$ cat config.mk
export PLATFORM = sky130hd
export DESIGN_NAME = median_note_tracker_unit
export DESIGN_NICKNAME = d
export VERILOG_FILES = /design/src/hw/rtl/mnt_pkg.sv /design/src/hw/rtl/median_note_tracker_unit.sv /design/src/hw/rtl/mnt_cell.sv
export SDC_FILE = /design/constraint.sdc
export NUM_CORES = 1
export LEC_CHECK = 0
export BUFFER_PORTS_ARGS = -buffer_cell sky130_fd_sc_hd__buf_2
export CORE_MARGIN = 2
export CORE_UTILIZATION = 35
export CTS_CLUSTER_SIZE = 14
export DETAILED_ROUTE_END_ITERATION = 10
export SLEW_MARGIN = 20
export SYNTH_ARGS = -nofsm -noshare
export SYNTH_HDL_FRONTEND = slang
export SYNTH_SLANG_ARGS = --single-unit
$ cat constraint.sdc
create_clock -name clk -period 3.7 [get_ports clk]
set_input_delay 0.74 -clock clk [delete_from_list [all_inputs] [get_ports clk]]
set_output_delay 0.74 -clock clk [all_outputs]
set_load 0.05 [all_outputs]
$ cat src/hw/rtl/mnt_pkg.sv
// ----------------------------------------------------------------------------
// Median note tracker package
// Shared constants, the control state type and the cell control struct.
// ----------------------------------------------------------------------------
package mnt_pkg;

  // Number of recent notes kept in the window.
  localparam int WINDOW = 6;
  // Sorted position of the lower median.
  localparam int MED_IDX = (WINDOW - 1) / 2;

  localparam int NOTE_W  = 7;
  localparam int LEVEL_W = 8;
  localparam int COUNT_W = 4;

  // The sort phase feeds the window into the sorter, then lets the sorter settle.
  localparam int SORT_CYCLES = 2 * WINDOW;
  localparam int CNT_W       = $clog2(SORT_CYCLES);

  localparam logic [COUNT_W-1:0] COUNT_MAX   = 4'd15;
  localparam logic [NOTE_W-1:0]  FLOOR_RESET = 7'd45;
  localparam logic [NOTE_W-1:0]  VEL_TOP     = 7'd127;

  // Event kinds.
  localparam logic EV_OFF = 1'b0;
  localparam logic EV_ON  = 1'b1;

  // Control states, one-hot.
  typedef enum logic [3:0] {
    S_IDLE  = 4'b0001,
    S_SORT  = 4'b0010,
    S_EMIT1 = 4'b0100,
    S_EMIT2 = 4'b1000
  } state_t;

  // Control that every cell of the row receives.
  typedef struct packed {
    logic shift;     // window moves one place toward cell 0
    logic sort_clr;  // empty the sorting registers
  } cell_ctrl_t;

endpackage

$ cat src/hw/rtl/median_note_tracker_unit.sv
// An item that causes no median loads its event, if any, into the output register as it
// is taken. An item that triggers a median runs through the sorting row (S_SORT) and then
// sends its note-off (S_EMIT1) and, for a note-off and note-on pair, its note-on (S_EMIT2).
// Throughput: one item per cycle without a median while the output does not stall; an item
// that triggers a median holds off new items until its events are sent.
// Reset (rst, synchronous) clears the window, counter, current note and floor to 45.
// ----------------------------------------------------------------------------
// Median note tracker unit
// Turns frame-rate note candidates into note-on and note-off events using a
// hold counter and the lower median of a window of recent notes.
// ----------------------------------------------------------------------------
module median_note_tracker_unit (
  input  logic                               clk,
  input  logic                               rst,
  // Configuration.
  input  logic                               cfg_we,
  input  logic [mnt_pkg::NOTE_W-1:0]         cfg_data,
  // Input items.
  input  logic                               in_valid,
  output logic                               in_stall,
  input  logic                               onset,
  input  logic                               silent,
  input  logic signed [mnt_pkg::LEVEL_W-1:0] level_db,
  input  logic [mnt_pkg::NOTE_W-1:0]         note_in,
  // Result items.
  output logic                               out_valid,
  input  logic                               out_stall,
  output logic                               event_kind,
  output logic [mnt_pkg::NOTE_W-1:0]         pitch,
  output logic [mnt_pkg::NOTE_W-1:0]         velocity,
  output logic                               last
);

  localparam int W  = mnt_pkg::WINDOW;
  localparam int NW = mnt_pkg::NOTE_W;
  localparam int LEVEL_W_EXT = mnt_pkg::LEVEL_W + 1;

  mnt_pkg::state_t             state;
  mnt_pkg::state_t             state_next;
  logic [NW-1:0]               note_floor;
  logic [mnt_pkg::COUNT_W-1:0] hold_count;
  logic [mnt_pkg::COUNT_W-1:0] hold_count_next;
  logic [NW-1:0]               current_note;
  logic [NW-1:0]               old_note;
  logic [NW-1:0]               vel;
  logic                        on_pending;
  logic [mnt_pkg::CNT_W-1:0]   sort_cnt;

  logic                        accept;
  logic                        out_free;
  logic                        fire;
  logic                        feed;
  logic                        sort_done;
  logic signed [LEVEL_W_EXT-1:0] vel_sum;
  logic [NW-1:0]               vel_sat;
  logic [NW-1:0]               median;
  logic [NW-1:0]               tail_in;
  mnt_pkg::cell_ctrl_t         ctrl;

  logic [NW-1:0] win      [W];
  logic [NW-1:0] sort_val [W];
  logic [NW-1:0] sort_d   [W+1];
  logic          sort_v   [W+1];

  // Handshake.
  assign out_free = !out_valid || !out_stall;
  assign in_stall = !((state == mnt_pkg::S_IDLE) && out_free);
  assign accept   = in_valid && !in_stall;

  // Hold counter update and the firing condition.
  always_comb begin
    hold_count_next = hold_count;
    if (onset) begin
      hold_count_next = silent ? '0 : mnt_pkg::COUNT_W'(1);
    end else if (hold_count != '0 && hold_count != mnt_pkg::COUNT_MAX) begin
      hold_count_next = hold_count + 1'b1;
    end
  end
  assign fire = !onset && (hold_count_next == mnt_pkg::COUNT_W'(W));

  // Velocity: 127 plus the level, saturated to 0..127.
  assign vel_sum = LEVEL_W_EXT'(level_db) + LEVEL_W_EXT'(signed'({2'b00, mnt_pkg::VEL_TOP}));
  always_comb begin
    if (vel_sum < 0) begin
      vel_sat = '0;
    end else if (vel_sum > LEVEL_W_EXT'(signed'({2'b00, mnt_pkg::VEL_TOP}))) begin
      vel_sat = mnt_pkg::VEL_TOP;
    end else begin
      vel_sat = vel_sum[NW-1:0];
    end
  end

  // Sort phase: rotate the window into the sorter, then let it settle.
  assign feed      = (state == mnt_pkg::S_SORT) && (sort_cnt < mnt_pkg::CNT_W'(W));
  assign sort_done = (state == mnt_pkg::S_SORT)
                     && (sort_cnt == mnt_pkg::CNT_W'(mnt_pkg::SORT_CYCLES - 1));
  assign median    = sort_val[mnt_pkg::MED_IDX];

  assign ctrl.shift    = accept || feed;
  assign ctrl.sort_clr = accept;
  assign tail_in       = feed ? win[0] : note_in;
  assign sort_d[0]     = win[0];
  assign sort_v[0]     = feed;

  // Row of cells: window shifts toward cell 0, sorter values move away from it.
  for (genvar k = 0; k < W; k++) begin : g_cell
    mnt_cell u_cell (
      .clk        (clk),
      .rst        (rst),
      .ctrl       (ctrl),
      .win_in     ((k == W - 1) ? tail_in : win[(k + 1) % W]),
      .win        (win[k]),
      .sort_in_v  (sort_v[k]),
      .sort_in    (sort_d[k]),
      .sort_out_v (sort_v[k+1]),
      .sort_out   (sort_d[k+1]),
      .sort_val   (sort_val[k])
    );
  end

  // Next state.
  always_comb begin
    state_next = state;
    case (state)
      mnt_pkg::S_IDLE: begin
        if (accept && fire) begin
          state_next = mnt_pkg::S_SORT;
        end
      end
      mnt_pkg::S_SORT: begin
        if (sort_done) begin
          state_next = mnt_pkg::S_EMIT1;
        end
      end
      mnt_pkg::S_EMIT1: begin
        if (out_free) begin
          state_next = on_pending ? mnt_pkg::S_EMIT2 : mnt_pkg::S_IDLE;
        end
      end
      mnt_pkg::S_EMIT2: begin
        if (out_free) begin
          state_next = mnt_pkg::S_IDLE;
        end
      end
      default: state_next = mnt_pkg::S_IDLE;
    endcase
  end

  // Control registers.
  always_ff @(posedge clk) begin
    if (rst) begin
      state        <= mnt_pkg::S_IDLE;
      note_floor   <= mnt_pkg::FLOOR_RESET;
      hold_count   <= '0;
      current_note <= '0;
      sort_cnt     <= '0;
    end else begin
      state <= state_next;
      if (cfg_we) begin
        note_floor <= cfg_data;
      end
      if (accept) begin
        hold_count <= hold_count_next;
        sort_cnt   <= '0;
      end else if (state == mnt_pkg::S_SORT) begin
        sort_cnt <= sort_cnt + 1'b1;
      end
      if (sort_done) begin
        current_note <= median;
      end
    end
  end

  // Per-item payload kept for the events.
  always_ff @(posedge clk) begin
    if (accept) begin
      vel      <= vel_sat;
      old_note <= current_note;
    end
    if (sort_done) begin
      on_pending <= median > note_floor;
    end
  end

  // Output register.
  always_ff @(posedge clk) begin
    if (rst) begin
      out_valid <= 1'b0;
    end else if (accept && onset && silent) begin
      out_valid <= 1'b1;
    end else if ((state == mnt_pkg::S_EMIT1 || state == mnt_pkg::S_EMIT2) && out_free) begin
      out_valid <= 1'b1;
    end else if (!out_stall) begin
      out_valid <= 1'b0;
    end
  end

  always_ff @(posedge clk) begin
    if (accept && onset && silent) begin
      event_kind <= mnt_pkg::EV_OFF;
      pitch      <= current_note;
      velocity   <= '0;
      last       <= 1'b1;
    end else if (state == mnt_pkg::S_EMIT1 && out_free) begin
      event_kind <= mnt_pkg::EV_OFF;
      pitch      <= old_note;
      velocity   <= '0;
      last       <= !on_pending;
    end else if (state == mnt_pkg::S_EMIT2 && out_free) begin
      event_kind <= mnt_pkg::EV_ON;
      pitch      <= current_note;
      velocity   <= vel;
      last       <= 1'b1;
    end
  end

  // A note-on is always the final event of its item.
  a_on_last: assert property (@(posedge clk) disable iff (rst)
    (out_valid && event_kind == mnt_pkg::EV_ON) |-> last)
    else $error("note-on event without last flag");

  // A note-on is only sent for notes above the floor.
  a_on_floor: assert property (@(posedge clk) disable iff (rst)
    (out_valid && event_kind == mnt_pkg::EV_ON) |-> (pitch > note_floor))
    else $error("note-on at or below the floor");

  // A note-off carries zero velocity.
  a_off_vel: assert property (@(posedge clk) disable iff (rst)
    (out_valid && event_kind == mnt_pkg::EV_OFF) |-> (velocity == '0))
    else $error("note-off with nonzero velocity");

  // No item is taken while the sorter is busy.
  a_sort_stall: assert property (@(posedge clk) disable iff (rst)
    (state == mnt_pkg::S_SORT) |-> in_stall)
    else $error("input accepted during sort");

endmodule

$ cat src/hw/rtl/mnt_cell.sv
// ----------------------------------------------------------------------------
// Median note tracker cell
// One window entry plus one stage of a systolic insertion sorter.
// ----------------------------------------------------------------------------
module mnt_cell (
  input  logic                        clk,
  input  logic                        rst,
  input  mnt_pkg::cell_ctrl_t         ctrl,
  input  logic [mnt_pkg::NOTE_W-1:0]  win_in,
  output logic [mnt_pkg::NOTE_W-1:0]  win,
  input  logic                        sort_in_v,
  input  logic [mnt_pkg::NOTE_W-1:0]  sort_in,
  output logic                        sort_out_v,
  output logic [mnt_pkg::NOTE_W-1:0]  sort_out,
  output logic [mnt_pkg::NOTE_W-1:0]  sort_val
);

  logic sort_full;

  // Window entry: takes the neighbor's note on every shift.
  always_ff @(posedge clk) begin
    if (rst) begin
      win <= '0;
    end else if (ctrl.shift) begin
      win <= win_in;
    end
  end

  // Sorter stage: keeps the smaller value and hands the larger one on.
  always_ff @(posedge clk) begin
    if (rst || ctrl.sort_clr) begin
      sort_full  <= 1'b0;
      sort_out_v <= 1'b0;
    end else if (sort_in_v) begin
      if (!sort_full) begin
        sort_full  <= 1'b1;
        sort_out_v <= 1'b0;
      end else begin
        sort_out_v <= 1'b1;
      end
    end else begin
      sort_out_v <= 1'b0;
    end
  end

  always_ff @(posedge clk) begin
    if (sort_in_v) begin
      if (!sort_full) begin
        sort_val <= sort_in;
      end else if (sort_in < sort_val) begin
        sort_val <= sort_in;
        sort_out <= sort_val;
      end else begin
        sort_out <= sort_in;
      end
    end
  end

endmodule
==> impl_metrics.yaml <==
worst_setup_path:
  worstSetupPathType: "reg -> reg"
  worstSetupEndpoint: "g_cell[1].u_cell.sort_val[1]"
  startpoint: "g_cell[0].u_cell.sort_out[1]"
  reg2reg_slack_ns: 1.20
  r2r_end: "g_cell[1].u_cell.sort_val[1]"
  critPathArrivalTime_ns: 2.58
  cp_max_fo: 8
  cp.required_ns: 3.79
  critPathCaptureType: "flip-flop"
  r2r_cells: 5
  crit_path_start_kind: "flip-flop"
  reg2reg_from: "g_cell[0].u_cell.sort_out[1]"
power_and_ir_drop:
  power_per_cell_area_nw_per_um2: 490
  p_leak_nw: 2.78
  worst_ir_drop_vdd_mv: 0.330
floorplanning:
  die_y_um: 135
  fp.dieW_um: 135
  die-area_um2: 18300
  start_util: 0.354
  io_pins: 47
  core_um2: 17100
  rows: 48
run_status:
  status: "complete, no violations"
grt:
  first_global_vias: 4198
  grt_pass1_wl_mm: 19.3
  grt.total_usage: 0.133
  antenna_found_initial: 0
  grt_overflow_total: 0
  grt_max_degree: 60
placed_design:
  place_hpwl_mm: 7.97
  port_buffers: 46
  gp_congestion: 0.841
  post-place-ws_ns: 1.10
  placedInstanceArea_um2: 6500
logic_synthesis:
  yosysSeqAreaShare: 0.559
  yosys.cell_count.top_type: "nand2_1"
  ys_types: 54
  synth.avg_cell_area_um2: 10.4
  yosysTopAreaCell: "edfxtp_1"
  syn_area_um2: 6040
  synth_edf_count: 57
  syn-instance-count: 581
  synth_top_area_frac: 0.283
  syn_nets: 639
  ys_warn_count: 0
  synth-main-ff-cell: "dfxtp_1"
  async_reset_ff_frac: 0
  synth_common_cells: "nand2_1 (104), dfxtp_1 (83), edfxtp_1 (57)"
  synth-seq-cells: 140
  synth_area_leaders: "edfxtp_1 (28%), dfxtp_1 (28%), nand2_1 (6.5%), ha_1 (6.0%), a21oi_1 (4.6%)"
layout:
  fin_nets: 687
  fin_util: 0.417
  fillCellCount: 1642
  multi_input_area_um2: 2430
  synthToLayoutAreaGrowth_pct: 17.8
  ff_latch_area_um2: 3370
  final_area_um2: 7110
  diodes: 0
  drive_gt1_frac: 0.178
sta:
  setup_viol_count_final: 0
  period_share: 0.674
  slew_viol_final: 0
  worst_pin_slew_ns: 0.973
  finClkSkew_ns: 0.00826
  max-slew-margin-rel: 0.346
  final.setup.worst_slack_ns: 1.20
  rsz0062_at_grt: "false"
  fmax_mhz: 401
  hold_viol_final: 0
  period_minus_slack_ns: 2.50
  finalSetupTns_ns: 0
route:
  drt_iter0_markers: 167
  vias: 4187
  wl_per_cell_um: 13.2
  drtAntennaViolNets: 0
  dr.pass1.iters: 4
  via_per_inst: 4.83
  wl_mm: 11.4
  remaining_drc_errors: 0
clock_tree:
  clockRootBuffer: "clkbuf_16"
  cts_buffers: 17
  post_cts_resized: 0
  cts_setup_buffers: 0
  h-tree-depth: 4
  hold_buffers: 0
  clockBufferDepth: 2
  clk_pin_slew_worst_paths_ns: 0.05
  clock_latency_ns: 0.42
  cts_tree: "built"
  numClockSinks: 140
worst_hold_path:
  hold_class: "reg -> reg"
  worstHoldStart: "event_kind"
run:
  max_cap_viol_count: 0
-- registers in the layout, indices dropped and copies added (netlist names), 2 cells and up --
name                      cells
g_cell.u_cell.win            42
g_cell.u_cell.sort_val       21
g_cell.u_cell.sort_out       14
current_note                  7
note_floor                    7
old_note                      7
pitch                         7
vel                           7
velocity                      7
hold_count                    4
sort_cnt                      4
state                         4
g_cell.u_cell.sort_full       3
g_cell.u_cell.sort_out_v      2
-- critical path, cell delays in order, from the launching register on --
cell and delay [ns]:
edfxtp_1 0.42, ha_1 0.32, a211oi_1 0.29, o21ai_0 0.13, a21oi_1 0.64, o21a_1 0.37
-- worst min path at each step --
stage                                         endpoint  depth (start not counted)
after floorplan           g_cell[2].u_cell.sort_val[0]                          0
after global placement    g_cell[2].u_cell.sort_val[0]                          0
after detailed placement                    event_kind                          2
after CTS                                   event_kind                          2
after global routing           g_cell[1].u_cell.win[5]                          2
final                                       event_kind                          2
-- through the flow --
stage,hold slack (ns),cells,power [mW]
after global placement,0.430,835,1.80
after global routing,0.465,867,3.61
final,0.442,867,3.48
after floorplan,0.417,581,1.75
after detailed placement,0.437,835,1.80
after CTS,0.446,867,3.52
-- layout make-up --
type                            instances  area share
Inverter                               39      0.0206
Sequential cell                       140       0.474
Clock buffer                           22      0.0712
Multi-Input combinational cell        380       0.342
Clock inverter                         10      0.0151
Tap cell                              225      0.0396
Timing Repair Buffer                   51      0.0376
-- metal layers --
layer  vias to the layer above  GRT usage  part of all wire
met3                        19     0.0426             0.048
met1                      1944      0.158              0.45
met2                        89      0.222              0.49
met4                         0     0.0590             0.019
li1                       2135          -                 -
met5                         -          0                 0
-- report_power, final --
| part | internal [mW] | switching, mW | total, mW |
|---|---|---|---|
| Combinational | 0.0431 | 0.0907 | 0.134 |
| Sequential | 1.62 | 0.0107 | 1.63 |
| Clock | 1.10 | 0.614 | 1.72 |
-- cell families after synthesis --
group / after synthesis / share of synthesized area
flip-flops: 140 / 0.559
buffers and inverters: 61 / 0.0394
AND/OR/NAND/NOR: 194 / 0.143
XOR/XNOR: 6 / 0.00870
AO/OA/AOI/OAI: 110 / 0.118
multiplexers: 41 / 0.0725
adder cells (fa/ha/maj): 29 / 0.0601
-- cell usage in the layout, fill, tap and decap left out, types with 4 or more instances in the layout --
master | Yosys | routed
nand2_1 | 104 | 104
o21a_1 | 4 | 4
clkbuf_16 | 0 | 19
nor3_1 | 8 | 8
dfxtp_1 | 83 | 83
inv_1 | 39 | 39
nand2b_1 | 5 | 5
mux2_2 | 22 | 22
buf_2 | 6 | 46
a21o_1 | 6 | 6
mux2i_1 | 19 | 19
a211oi_1 | 6 | 6
nor2b_1 | 4 | 4
buf_4 | 0 | 5
ha_1 | 29 | 29
edfxtp_1 | 57 | 57
nand4_1 | 4 | 4
a311oi_1 | 7 | 7
nor2_1 | 49 | 49
o21ai_0 | 9 | 9
nand3_1 | 5 | 5
a21oi_1 | 55 | 54
a31oi_1 | 4 | 4
Note: power is estimated with default switching activity, not from simulation.
